<file path="src/apid_pkg.sv">
package apid_pkg;

  localparam int WIN_BITS               = 4;
  localparam int WINDOW_LEN             = 1 << WIN_BITS;
  localparam int OUTPUT_LIMIT           = 9600;
  localparam int RATE_LIMIT             = 16384;
  localparam int AILERON_OF_THROTTLE_Q8 = 0;
  localparam int HALF_PI_Q12            = 6434;

  localparam int ANGLE_W   = 15;
  localparam int RATE_W    = 16;
  localparam int THR_W     = 14;
  localparam int CMD_W     = 15;
  localparam int GAIN_W    = 16;
  localparam int COMP_W    = 15;
  localparam int WEIGHT_W  = 9;
  localparam int CFG_IDX_W = 3;
  localparam int CFG_W     = 16;

  localparam int S_FIELDS_W = 4 * ANGLE_W + RATE_W + THR_W;
  localparam int S_DATA_W   = ((S_FIELDS_W + 7) / 8) * 8;
  localparam int M_DATA_W   = ((2 * CMD_W + 7) / 8) * 8;

  typedef enum logic [CFG_IDX_W-1:0] {
    REG_ROLL_GAIN        = 3'd0,
    REG_PITCH_GAIN       = 3'd1,
    REG_PITCH_ROLL_COMP  = 3'd2,
    REG_OUTER_RATE_GAIN  = 3'd3,
    REG_RATE_P_GAIN      = 3'd4,
    REG_RATE_I_GAIN      = 3'd5,
    REG_RATE_D_GAIN      = 3'd6,
    REG_RATE_MODE_WEIGHT = 3'd7
  } reg_idx_e;

  typedef enum logic [0:0] {
    CS_IDLE,
    CS_RUN
  } ctrl_state_e;

  typedef enum logic [3:0] {
    ST_STD_A,
    ST_STD_B,
    ST_OUTER,
    ST_RATE,
    ST_QERR,
    ST_WIN,
    ST_KI,
    ST_PG,
    ST_KP_LO,
    ST_KP_HI,
    ST_KP_SUM,
    ST_RATEC,
    ST_BL_A,
    ST_BL_B,
    ST_DONE
  } step_e;

  typedef struct packed {
    logic  load;
    logic  run;
    step_e step;
    logic  out_load;
  } dp_cmd_t;

endpackage

</file>
<file path="src/apid_ctrl.sv">
module apid_ctrl (
  input  logic              clk_i,
  input  logic              rst_ni,
  input  logic              s_valid_i,
  output logic              s_ready_o,
  output logic              m_valid_o,
  input  logic              m_ready_i,
  output apid_pkg::dp_cmd_t cmd_o
);
  import apid_pkg::*;

  ctrl_state_e state_q, state_d;
  step_e       step_q, step_d;
  logic        out_valid_q, out_valid_d;

  always_ff @(posedge clk_i or negedge rst_ni) begin
    if (!rst_ni) begin
      state_q     <= CS_IDLE;
      step_q      <= ST_STD_A;
      out_valid_q <= 1'b0;
    end else begin
      state_q     <= state_d;
      step_q      <= step_d;
      out_valid_q <= out_valid_d;
    end
  end

  always_comb begin
    state_d        = state_q;
    step_d         = step_q;
    s_ready_o      = 1'b0;
    cmd_o          = '0;
    cmd_o.step     = step_q;
    case (state_q)
      CS_IDLE: begin
        s_ready_o = 1'b1;
        if (s_valid_i) begin
          cmd_o.load = 1'b1;
          state_d    = CS_RUN;
          step_d     = ST_STD_A;
        end
      end
      CS_RUN: begin
        cmd_o.run = 1'b1;
        if (step_q == ST_DONE) begin
          if (!out_valid_q || m_ready_i) begin
            cmd_o.out_load = 1'b1;
            state_d        = CS_IDLE;
          end
        end else begin
          step_d = step_e'(step_q + 4'd1);
        end
      end
      default: begin
        state_d = CS_IDLE;
      end
    endcase
    out_valid_d = cmd_o.out_load | (out_valid_q & ~m_ready_i);
  end

  assign m_valid_o = out_valid_q;

endmodule

</file>
<file path="src/apid_dp.sv">
module apid_dp (
  input  logic                              clk_i,
  input  logic                              rst_ni,
  input  apid_pkg::dp_cmd_t                 cmd_i,
  input  logic [apid_pkg::S_FIELDS_W-1:0]   s_data_i,
  input  logic                              cfg_we_i,
  input  logic [apid_pkg::CFG_IDX_W-1:0]    cfg_idx_i,
  input  logic [apid_pkg::CFG_W-1:0]        cfg_data_i,
  output logic [apid_pkg::M_DATA_W-1:0]     m_data_o
);
  import apid_pkg::*;

  localparam int Q12     = 12;
  localparam int Q8      = 8;
  localparam int E_W     = 14;
  localparam int DD_W    = RATE_W + 1;
  localparam int P_W     = 22;
  localparam int SAT_W   = 16;
  localparam int WS_W    = RATE_W + 1 + WIN_BITS;
  localparam int INNER_W = 34 + WIN_BITS;
  localparam int LO_W    = 20;
  localparam int HI_W    = INNER_W - LO_W;
  localparam int A_W     = GAIN_W + 1;
  localparam int B_W     = (WS_W + 2 > P_W + 1) ? WS_W + 2 : P_W + 1;
  localparam int PROD_W  = A_W + B_W;
  localparam int ACC_W   = INNER_W + GAIN_W + 2;

  localparam logic signed [B_W-1:0]    AOT_B      = B_W'(AILERON_OF_THROTTLE_Q8);
  localparam logic [WEIGHT_W-1:0]      WEIGHT_ONE = WEIGHT_W'(256);

  function automatic logic signed [ACC_W-1:0] sat(input logic signed [ACC_W-1:0] x,
                                                  input int lim);
    logic signed [ACC_W-1:0] l;
    l = ACC_W'(lim);
    if (x > l) begin
      return l;
    end else if (x < -l) begin
      return -l;
    end else begin
      return x;
    end
  endfunction

  function automatic logic signed [ACC_W-1:0] rnd_sh(input logic signed [ACC_W-1:0] x,
                                                     input int k);
    logic signed [ACC_W-1:0] t;
    t = x + (ACC_W'(1) <<< (k - 1));
    return t >>> k;
  endfunction

  logic signed [GAIN_W-1:0]   roll_gain_q, pitch_gain_q, outer_q, kp_q, ki_q, kd_q;
  logic [COMP_W-1:0]          comp_q;
  logic [WEIGHT_W-1:0]        weight_q;

  logic signed [RATE_W-1:0]   win_q [WINDOW_LEN];
  logic signed [WS_W-1:0]     ws_q;
  logic [WIN_BITS-1:0]        pos_q;
  logic signed [RATE_W-1:0]   prev_rate_q;

  logic signed [RATE_W-1:0]   rate_meas_q;
  logic [THR_W-1:0]           thr_q;
  logic signed [E_W-1:0]      e_q;
  logic [ANGLE_W-1:0]         abs_roll_q;
  logic signed [RATE_W-1:0]   dp_q;
  logic signed [DD_W-1:0]     dd_q;
  logic signed [RATE_W-1:0]   r_q, q_q;
  logic signed [SAT_W-1:0]    stdc_q, ratec_q, elev_q;
  logic signed [P_W-1:0]      p_q;
  logic signed [HI_W-1:0]     hi_q;
  logic signed [PROD_W-1:0]   prod_q;
  logic signed [ACC_W-1:0]    acc_q;
  logic [M_DATA_W-1:0]        m_data_q;

  logic signed [ANGLE_W-1:0]  roll_in, pitch_in, roll_t_in, pitch_t_in;
  logic signed [RATE_W-1:0]   rate_in;
  logic [THR_W-1:0]           thr_in;
  logic signed [E_W-1:0]      e_load;
  logic [ANGLE_W-1:0]         abs_load;
  logic signed [RATE_W-1:0]   dp_load;
  logic signed [DD_W-1:0]     dd_load;
  logic signed [WS_W-1:0]     ws_next;
  logic [WEIGHT_W-1:0]        w_sat, w_inv;
  logic signed [A_W-1:0]      op_a;
  logic signed [B_W-1:0]      op_b;
  logic signed [ACC_W-1:0]    prod_x;
  logic [CMD_W-1:0]           ail_w;

  assign roll_in    = $signed(s_data_i[ANGLE_W-1:0]);
  assign pitch_in   = $signed(s_data_i[2*ANGLE_W-1:ANGLE_W]);
  assign rate_in    = $signed(s_data_i[2*ANGLE_W+RATE_W-1:2*ANGLE_W]);
  assign roll_t_in  = $signed(s_data_i[3*ANGLE_W+RATE_W-1:2*ANGLE_W+RATE_W]);
  assign pitch_t_in = $signed(s_data_i[4*ANGLE_W+RATE_W-1:3*ANGLE_W+RATE_W]);
  assign thr_in     = s_data_i[S_FIELDS_W-1:4*ANGLE_W+RATE_W];

  always_comb begin
    e_load   = E_W'(sat(ACC_W'(roll_in) - ACC_W'(roll_t_in), HALF_PI_Q12));
    abs_load = roll_in[ANGLE_W-1] ? ANGLE_W'(-roll_in) : ANGLE_W'(roll_in);
    dp_load  = RATE_W'(ACC_W'(pitch_t_in) - ACC_W'(pitch_in));
    dd_load  = DD_W'(ACC_W'(rate_in) - ACC_W'(prev_rate_q));
    ws_next  = ws_q - WS_W'(win_q[pos_q]) + WS_W'(q_q);
    w_sat    = (weight_q > WEIGHT_ONE) ? WEIGHT_ONE : weight_q;
    w_inv    = WEIGHT_ONE - w_sat;
    prod_x   = ACC_W'(prod_q);
    ail_w    = CMD_W'(rnd_sh(acc_q, Q8));
  end

  always_comb begin
    op_a = '0;
    op_b = '0;
    if (cmd_i.run) begin
      case (cmd_i.step)
        ST_STD_A: begin
          op_a = A_W'(roll_gain_q);
          op_b = B_W'(e_q);
        end
        ST_STD_B: begin
          op_a = $signed({{(A_W-THR_W){1'b0}}, thr_q});
          op_b = AOT_B;
        end
        ST_OUTER: begin
          op_a = A_W'(outer_q);
          op_b = -B_W'(e_q);
        end
        ST_RATE: begin
          op_a = $signed({{(A_W-COMP_W){1'b0}}, comp_q});
          op_b = $signed({{(B_W-ANGLE_W){1'b0}}, abs_roll_q});
        end
        ST_QERR: begin
          op_a = A_W'(kd_q);
          op_b = B_W'(dd_q);
        end
        ST_KI: begin
          op_a = A_W'(ki_q);
          op_b = B_W'(ws_q);
        end
        ST_PG: begin
          op_a = A_W'(pitch_gain_q);
          op_b = B_W'(p_q);
        end
        ST_KP_LO: begin
          op_a = A_W'(kp_q);
          op_b = $signed({{(B_W-LO_W){1'b0}}, acc_q[LO_W-1:0]});
        end
        ST_KP_HI: begin
          op_a = A_W'(kp_q);
          op_b = B_W'(hi_q);
        end
        ST_RATEC: begin
          op_a = $signed({{(A_W-WEIGHT_W){1'b0}}, w_inv});
          op_b = B_W'(stdc_q);
        end
        ST_BL_A: begin
          op_a = $signed({{(A_W-WEIGHT_W){1'b0}}, w_sat});
          op_b = B_W'(ratec_q);
        end
        default: begin
          op_a = '0;
          op_b = '0;
        end
      endcase
    end
  end

  always_ff @(posedge clk_i or negedge rst_ni) begin
    if (!rst_ni) begin
      roll_gain_q  <= '0;
      pitch_gain_q <= '0;
      comp_q       <= '0;
      outer_q      <= '0;
      kp_q         <= '0;
      ki_q         <= '0;
      kd_q         <= '0;
      weight_q     <= WEIGHT_ONE;
    end else if (cfg_we_i) begin
      case (reg_idx_e'(cfg_idx_i))
        REG_ROLL_GAIN:        roll_gain_q  <= $signed(cfg_data_i[GAIN_W-1:0]);
        REG_PITCH_GAIN:       pitch_gain_q <= $signed(cfg_data_i[GAIN_W-1:0]);
        REG_PITCH_ROLL_COMP:  comp_q       <= cfg_data_i[COMP_W-1:0];
        REG_OUTER_RATE_GAIN:  outer_q      <= $signed(cfg_data_i[GAIN_W-1:0]);
        REG_RATE_P_GAIN:      kp_q         <= $signed(cfg_data_i[GAIN_W-1:0]);
        REG_RATE_I_GAIN:      ki_q         <= $signed(cfg_data_i[GAIN_W-1:0]);
        REG_RATE_D_GAIN:      kd_q         <= $signed(cfg_data_i[GAIN_W-1:0]);
        REG_RATE_MODE_WEIGHT: weight_q     <= cfg_data_i[WEIGHT_W-1:0];
        default:              weight_q     <= weight_q;
      endcase
    end
  end

  always_ff @(posedge clk_i or negedge rst_ni) begin
    if (!rst_ni) begin
      for (int i = 0; i < WINDOW_LEN; i++) begin
        win_q[i] <= '0;
      end
      ws_q        <= '0;
      pos_q       <= '0;
      prev_rate_q <= '0;
    end else begin
      if (cmd_i.load) begin
        prev_rate_q <= rate_in;
      end
      if (cmd_i.run && (cmd_i.step == ST_WIN)) begin
        win_q[pos_q] <= q_q;
        ws_q         <= ws_next;
        pos_q        <= pos_q + 1'b1;
      end
    end
  end

  always_ff @(posedge clk_i) begin
    prod_q <= op_a * op_b;
    if (cmd_i.load) begin
      rate_meas_q <= rate_in;
      thr_q       <= thr_in;
      e_q         <= e_load;
      abs_roll_q  <= abs_load;
      dp_q        <= dp_load;
      dd_q        <= dd_load;
    end
    if (cmd_i.run) begin
      case (cmd_i.step)
        ST_STD_B: acc_q <= prod_x;
        ST_OUTER: acc_q <= acc_q + (prod_x <<< 4);
        ST_RATE: begin
          stdc_q <= SAT_W'(sat(rnd_sh(acc_q, Q12), OUTPUT_LIMIT));
          r_q    <= RATE_W'(sat(rnd_sh(prod_x, Q8), RATE_LIMIT));
        end
        ST_QERR: begin
          q_q   <= RATE_W'(sat(ACC_W'(rate_meas_q) - ACC_W'(r_q), RATE_LIMIT));
          acc_q <= (ACC_W'(dp_q) <<< Q8) + prod_x;
        end
        ST_WIN: begin
          p_q   <= P_W'(sat(acc_q, HALF_PI_Q12 * 256));
          acc_q <= prod_x <<< WIN_BITS;
        end
        ST_KI:    acc_q <= acc_q + (ACC_W'(q_q) <<< (Q8 + WIN_BITS));
        ST_PG:    acc_q <= acc_q + prod_x;
        ST_KP_LO: begin
          elev_q <= SAT_W'(sat(rnd_sh(prod_x, Q12 + Q8), OUTPUT_LIMIT));
          hi_q   <= $signed(acc_q[INNER_W-1:LO_W]);
        end
        ST_KP_HI:  acc_q <= prod_x;
        ST_KP_SUM: acc_q <= acc_q + (prod_x <<< LO_W);
        ST_RATEC:  ratec_q <= SAT_W'(sat(rnd_sh(acc_q, Q12 + Q8 + WIN_BITS), OUTPUT_LIMIT));
        ST_BL_A:   acc_q <= prod_x;
        ST_BL_B:   acc_q <= acc_q + prod_x;
        default:   acc_q <= acc_q;
      endcase
    end
    if (cmd_i.out_load) begin
      m_data_q <= {{(M_DATA_W-2*CMD_W){1'b0}}, elev_q[CMD_W-1:0], ail_w};
    end
  end

  assign m_data_o = m_data_q;

endmodule

</file>
<file path="src/attitude_pid_roll_pitch.sv">
// Channel   Direction  Word contents
// s_axis    in         roll, pitch, roll rate, roll target, pitch target, throttle
// m_axis    out        aileron and elevator commands
// cfg       in         one register write per cycle with cfg_we_i
//
// An accepted word runs through fourteen steps of one shared 17x23 multiplier and
// an accumulator, then one step that loads the output register. The input is ready
// again in the cycle after the output register loads, so a new word is accepted
// only once the result of the last one has been loaded.
// A result that is not taken holds the finished computation until the output
// register frees, and no new word is accepted meanwhile.
// Reset clears the error window, its sum and position, and the last roll rate.
module attitude_pid_roll_pitch (
  input  logic                           clk_i,
  input  logic                           rst_ni,
  input  logic                           s_axis_tvalid,
  output logic                           s_axis_tready,
  // roll_angle, pitch_angle, roll_rate_meas, roll_target, pitch_target, throttle
  input  logic [apid_pkg::S_DATA_W-1:0]  s_axis_tdata,
  output logic                           m_axis_tvalid,
  input  logic                           m_axis_tready,
  // aileron_cmd, elevator_cmd
  output logic [apid_pkg::M_DATA_W-1:0]  m_axis_tdata,
  input  logic                           cfg_we_i,
  input  logic [apid_pkg::CFG_IDX_W-1:0] cfg_idx_i,
  input  logic [apid_pkg::CFG_W-1:0]     cfg_data_i
);
  import apid_pkg::*;

  dp_cmd_t cmd;

  apid_ctrl u_ctrl (
    .clk_i     (clk_i),
    .rst_ni    (rst_ni),
    .s_valid_i (s_axis_tvalid),
    .s_ready_o (s_axis_tready),
    .m_valid_o (m_axis_tvalid),
    .m_ready_i (m_axis_tready),
    .cmd_o     (cmd)
  );

  apid_dp u_dp (
    .clk_i      (clk_i),
    .rst_ni     (rst_ni),
    .cmd_i      (cmd),
    .s_data_i   (s_axis_tdata[S_FIELDS_W-1:0]),
    .cfg_we_i   (cfg_we_i),
    .cfg_idx_i  (cfg_idx_i),
    .cfg_data_i (cfg_data_i),
    .m_data_o   (m_axis_tdata)
  );

endmodule

</file>
<file path="config.mk">
export PLATFORM = sky130hd
export DESIGN_NAME = attitude_pid_roll_pitch
export DESIGN_NICKNAME = d
export VERILOG_FILES = /design/src/apid_pkg.sv /design/src/apid_ctrl.sv /design/src/apid_dp.sv /design/src/attitude_pid_roll_pitch.sv
export SDC_FILE = /design/constraint.sdc
export NUM_CORES = 2
export LEC_CHECK = 0
export ABC_AREA = 1
export BUFFER_PORTS_ARGS = -buffer_cell sky130_fd_sc_hd__buf_2
export CORE_MARGIN = 2
export CORE_UTILIZATION = 55
export DETAILED_ROUTE_END_ITERATION = 16
export HOLD_SLACK_MARGIN = 0.03
export PLACE_DENSITY = 0.71
export SYNTH_ARGS = -nofsm -noshare
export SYNTH_HDL_FRONTEND = slang
export SYNTH_HIERARCHICAL = 1
export SYNTH_SLANG_ARGS = --single-unit
</file>
<file path="constraint.sdc">
create_clock -name clk_i -period 13.7 [get_ports clk_i]
set_input_delay 2.74 -clock clk_i [delete_from_list [all_inputs] [get_ports clk_i]]
set_output_delay 2.74 -clock clk_i [all_outputs]
set_load 0.005 [all_outputs]
</file>
; Yosys cells after proc, flatten, opt, wreduce, memory -nomap -nowiden
; Index checks and enable logic that the tools add are counted.
[op_classes]
add_sub_neg = 21
n_mul = 1
n_lt_le_gt_ge = 17
n_eq_ne = 23
mux = 33
bitwise_logic = 5
reduce_logical = 32
[ops]
columns = cell, count
row1 = $pmux W56 S7, 1
row2 = $bwmux W256, 1
row3 = $pmux W23 S10, 1
row4 = $pmux W17 S10, 1
row5 = $mux W16, 7
row6 = $bmux W16 S4, 1
row7 = $demux W16 S4, 1
row8 = $add A56 B13 Y56 const B, 1
row9 = $add A56 B25 Y56 const B, 1
row10 = $add A56 B28 Y56, 1
row11 = $add A56 B40 Y56, 1
row12 = $add A56 B44 Y56, 1
row13 = $add A56 B56 Y56, 1
row14 = $gt A56 B22 Y1 const B, 1
row15 = $lt A56 B22 Y1 const B, 1
row16 = $gt A44 B15 Y1 const B, 1
row17 = $lt A44 B15 Y1 const B, 1
row18 = $add A24 B40 Y41, 1
row19 = $add A40 B21 Y41 const B, 1
row20 = $add A40 B9 Y41 const B, 1
row21 = $mul A17 B23 Y40, 1
row22 = $sub A16 B16 Y17, 2
row23 = $gt A33 B16 Y1 const B, 1
row24 = $lt A33 B15 Y1 const B, 1
row25 = 50 further kinds, 101
[word_totals]
register_bits = 760
inputBits = 120
output_inout_bits = 34
wordCells = 186

; Depth between registers and ports, before layout
[depth]
depth_word = 6
ltp_mapped = 39
mapped_depth_nobuf = 39

; Modules after synthesis
; Netlist, hierarchy kept.
[by_module_without_submodules]
columns = mod, instances, cells_per_inst, area_per_inst_um2, seq_area_each_um2
row1 = apid_dp, 1, 9699, 70555.2, 20155.6
row2 = apid_ctrl, 1, 42, 330.3, 150.1

; Worst setup path before layout
; Ideal clock, no wire load.
[synth_path]
path_type = reg-to-reg
start = register u_ctrl.step_q[1]
end = register u_dp.prod_q[38]
setup_time_ns = 0.119
arrival_time_ns = 6.946
required_ns = 13.581
setup_slack_ns = 6.636
stages_incl_launch_ff = 29
n_path_buf = 3
synth_period_minus_slack_ns = 7.064
cell_sequence = dfrtp_1 -> nor2_1 -> nand2_1 -> buf_2 -> inv_1 -> buf_2 -> nand2_1 -> nand4_1 -> nand2_1 -> inv_1 -> buf_2 -> nand2_1 -> fa_1 -> inv_1 -> fa_1 -> fa_1 -> fa_1 -> fa_1 -> inv_1 -> fa_1 -> inv_1 -> ha_1 -> a21oi_1 -> nor2_1 -> a211oi_1 -> o221ai_1 -> a31oi_1 -> nand3_1 -> xor2_1
[synth_between]
elab_chain_len = 5
elab_cells_between_ends = 17
cone_classes = 1 x mul / 10 x eq/ne / 4 x mux / 2 x reduce/logical
[synth_lines]
columns = item, line_no
row1 = from (decl), apid_ctrl.sv:13  ; step_e step_q, step_d;
row2 = from (signal assigned), apid_ctrl.sv:23  ; step_q <= step_d;
row3 = $eq A4 B4 Y1 (on tied branches), -
row4 = $reduce_or A2 Y1 (no source line), -
row5 = $pmux W17 S10, apid_dp.sv:111  ; case (cmd_i.step)
row6 = $mux W17, apid_dp.sv:110  ; if (cmd_i.run) begin
row7 = $mul A17 B23 Y40 (*), apid_dp.sv:210  ; prod_q <= op_a * op_b;
row8 = to (signal assigned), apid_dp.sv:210
row9 = to (decl), apid_dp.sv:70  ; logic signed [PROD_W-1:0] prod_q;
; Every way passes the cells marked *; elsewhere a longest branch is shown, timed or not.
; A chain may end at the register's enable or synchronous reset.

; Final worst setup path
[layout_path]
start = register u_ctrl.step_q[2]
end = register u_dp.prod_q[36]
; Same word-level chain as after synthesis.

==> flow_summary.yaml <==
run:
  cap_violations: 0
route:
  vias: 70500
  drc: 0
  detail-route-antenna-nets: 0
  vias_per_cell: 6.09
  wl_um: 286000
  drt_pass1_iterations: 8
  post_drt_wl_per_cell_um: 24.7
  drtIter0Drc: 9369
floorplanning:
  start_util: 0.555
  fp.dieW_um: 363
  design.portCount: 154
  die_area_sq_um: 132000
  core_area_sq_um: 128000
  num_rows: 131
  dieHeight_um: 363
placement:
  dp_hpwl_um: 221000
  gp_congestion: 1.09
  numPortBuffers: 145
clocking:
  htreeDepth: 3
  numCtsBuffers: 85
  clk_latency_ns: 0.72
  cts.clk_slew.worst_paths_ns: 0.06
  cts_root_buf: "clkbuf_16"
  holdBufCountCts: 0
  cts_buffer_depth: 3
  cts_setup_buffers: 0
  cts.sinks: 760
  ctsResizeCount: 0
  cts_tree: "yes"
worst_setup_path:
  crit_top_cell: "nand2_1"
  worstPathRequired_ns: 14.33
  criticalPathCategory: "reg -> reg"
  startpoint_type: "register"
  path_max_fanout: 34
  critPathMaxStageDelay_ns: 0.75
  critPathSlowestCell: "inv_1"
  critPathArrivalTime_ns: 10.26
  cp-end-kind: "register"
yosys:
  synth_ff_type: "dfrtp_1"
  synth_top_cell_by_area: "dfrtp_1"
  yosysUniqueCellTypes: 73
  synth.area.top_cells: "dfrtp_1 15%, edfxtp_1 13%, fa_1 12%"
  async_reset_ff_frac: 0.557
  yosys_warnings: 6
  yosysSeqAreaShare: 0.286
  synth_most_common_cell: "nand2_1"
  syn_area_sq_um: 70900
  synth_area_per_cell_sq_um: 7.28
  netlist.area_leader.share: 0.149
  synth_cells: 9741
  yosys-top-cells-count: "2,138 x nand2_1, 1,511 x inv_1, 1,178 x nor2_1"
  synth_edf_count: 297
  ys_seq_elements: 760
grt:
  antenna_found_initial: 19
  grt_first_pass_wirelength_um: 418000
  grt_pass1_vias: 66000
  grt_max_degree: 173
  grtUsageTotal: 0.428
  grt-ovfl-total: 0
final_layout:
  area_growth_pct: 8.03
  final_layout_size_suffix_gt1_frac: 0.0614
  nets: 10800
sta:
  setup_tns_ns: 0
  slew_headroom: 0.117
  period_needed_ns: 9.62
  finClkSkew_ns: 0.0629
  fin_crit_sh: 0.703
  slew_violations: 0
  rsz0062_at_grt: "false"
  clock.fmax_mhz: 104
  tightest_slew_ns: 1.32
  hold_violations: 0
  setup_viol: 0
  hold_ws_ns: 0.393
status:
  status: "completed"
hold_path:
  hold_path.class: "reg -> reg"
==> state kept, by name, summed over array words and instances (netlist names), 16 cells and up <==
register and flops:
u_dp/r_q 16, u_dp/ki_q 16, u_dp/dp_q 16, u_dp/p_q 22, u_dp/stdc_q 16, u_dp/ratec_q 16
u_dp/rate_meas_q 16, u_dp/m_data_o 30, u_dp/q_q 16, u_dp/outer_q 16, u_dp/dd_q 17, u_dp/prev_rate_q 16
u_dp/acc_q 56, u_dp/win_q 256, u_dp/prod_q 40, u_dp/ws_q 21, u_dp/kd_q 16, u_dp/hi_q 18
u_dp/kp_q 16, u_dp/roll_gain_q 16, u_dp/pitch_gain_q 16
==> metrics by stage <==
step | instance area, sq um | setup slack [ns] | std cells | util
6_report | 76600 | 4.08 | 11600 | 0.600
5_1_grt | 76600 | 3.60 | 11600 | 0.600
4_1_cts | 76600 | 4.35 | 11600 | 0.600
3_5_place_dp | 73600 | 4.41 | 11400 | 0.577
3_3_place_gp | 73600 | 4.56 | 11400 | 0.577
2_1_floorplan | 70900 | 6.64 | 9742 | -
==> path summary, 6_finish.rpt <==
path | from | end | cells after the start | slack (ns)
max | u_ctrl/step_q[2]$_DFFE_PN0P_ | u_dp/prod_q[36]$_DFF_P_ | 35 | 4.08
min | u_dp/elev_q[1]$_SDFFCE_PP0P_ | u_dp/m_data_o[16]$_DFFE_PP_ | 0 | 0.39
max reg2reg | u_ctrl/step_q[2]$_DFFE_PN0P_ | u_dp/prod_q[36]$_DFF_P_ | 35 | 4.08
min reg2reg | u_dp/elev_q[1]$_SDFFCE_PP0P_ | u_dp/m_data_o[16]$_DFFE_PP_ | 0 | 0.39
max in group asynchronous | rst_ni | u_ctrl/state_q$_DFF_PN0_ | 3 | 9.45
min in group asynchronous | rst_ni | u_dp/win_q[18]$_DFFE_PN0P_ | 1 | 2.03
==> worst max-delay path: cells and delay by family (launching register included) <==
family	cells	cell delay, ns
AO/OA/AOI/OAI	3	0.52
XOR/XNOR	1	0.13
adder cells (fa/ha/maj)	7	3.52
buffers and inverters	9	2.08
flip-flops	1	0.55
AND/OR/NAND/NOR	15	2.69
==> cell type report <==
cell class / count / area, sq um
diodes: 9 / 22.5
clock buffers: 112 / 2340
clock inverters: 48 / 603
fillers: 11900 / 51100
inverters: 1543 / 5800
multi-input cells: 7172 / 43700
flip-flops and latches: 760 / 20300
well taps: 1662 / 2080
repair buffers: 273 / 1710
==> placed cells by master, fill, tap and decap left out, types with 27 or more instances in the layout <==
| master | netlist | routed |
|---|---|---|
| xor2_1 | 193 | 193 |
| edfxtp_1 | 297 | 297 |
| o21bai_1 | 43 | 43 |
| o22ai_1 | 87 | 87 |
| or2_2 | 35 | 35 |
| buf_2 | 68 | 144 |
| buf_4 | 4 | 127 |
| a221oi_1 | 50 | 50 |
| dfrtp_1 | 422 | 419 |
| inv_1 | 1511 | 1507 |
| nand3_1 | 451 | 450 |
| a21o_1 | 42 | 42 |
| dfxtp_1 | 40 | 39 |
| o21ai_0 | 926 | 924 |
| nor3_1 | 93 | 92 |
| fa_1 | 415 | 415 |
| nor2_1 | 1178 | 1173 |
| a21oi_1 | 529 | 529 |
| nand2_1 | 2138 | 2138 |
| a31oi_1 | 35 | 35 |
| nand4_1 | 158 | 158 |
| nor2_2 | 41 | 41 |
| ha_1 | 398 | 398 |
| xnor2_1 | 58 | 58 |
| o21a_1 | 27 | 27 |
| clkbuf_16 | 0 | 86 |
==> cells by family (layout without fill, tap and decap cells) <==
logic type | after synthesis | in the layout | synth area share
DFF | 760 | 760 | 0.286
xor gates and xnor gates | 253 | 253 | 0.0315
and+or+nand+nor | 4228 | 4228 | 0.250
buffers and inverters | 1810 | 1976 | 0.0976
adders and majority gates | 813 | 813 | 0.187
AOI/OAI and AO/OA | 1876 | 1876 | 0.147
other | 1 | 11 | 0.0000529
==> metal layers <==
metal  vias up  GRT usage  routed length [um]
met5         -          0                 123
met4        20      0.247               19800
met3       891     0.0904               32800
met2      4241      0.638              120000
met1     33500      0.578              113000
li1      31800          -                   -
Power is not shown: default switching activity piles up to over one toggle a cycle in this logic, so the estimate is an artifact.
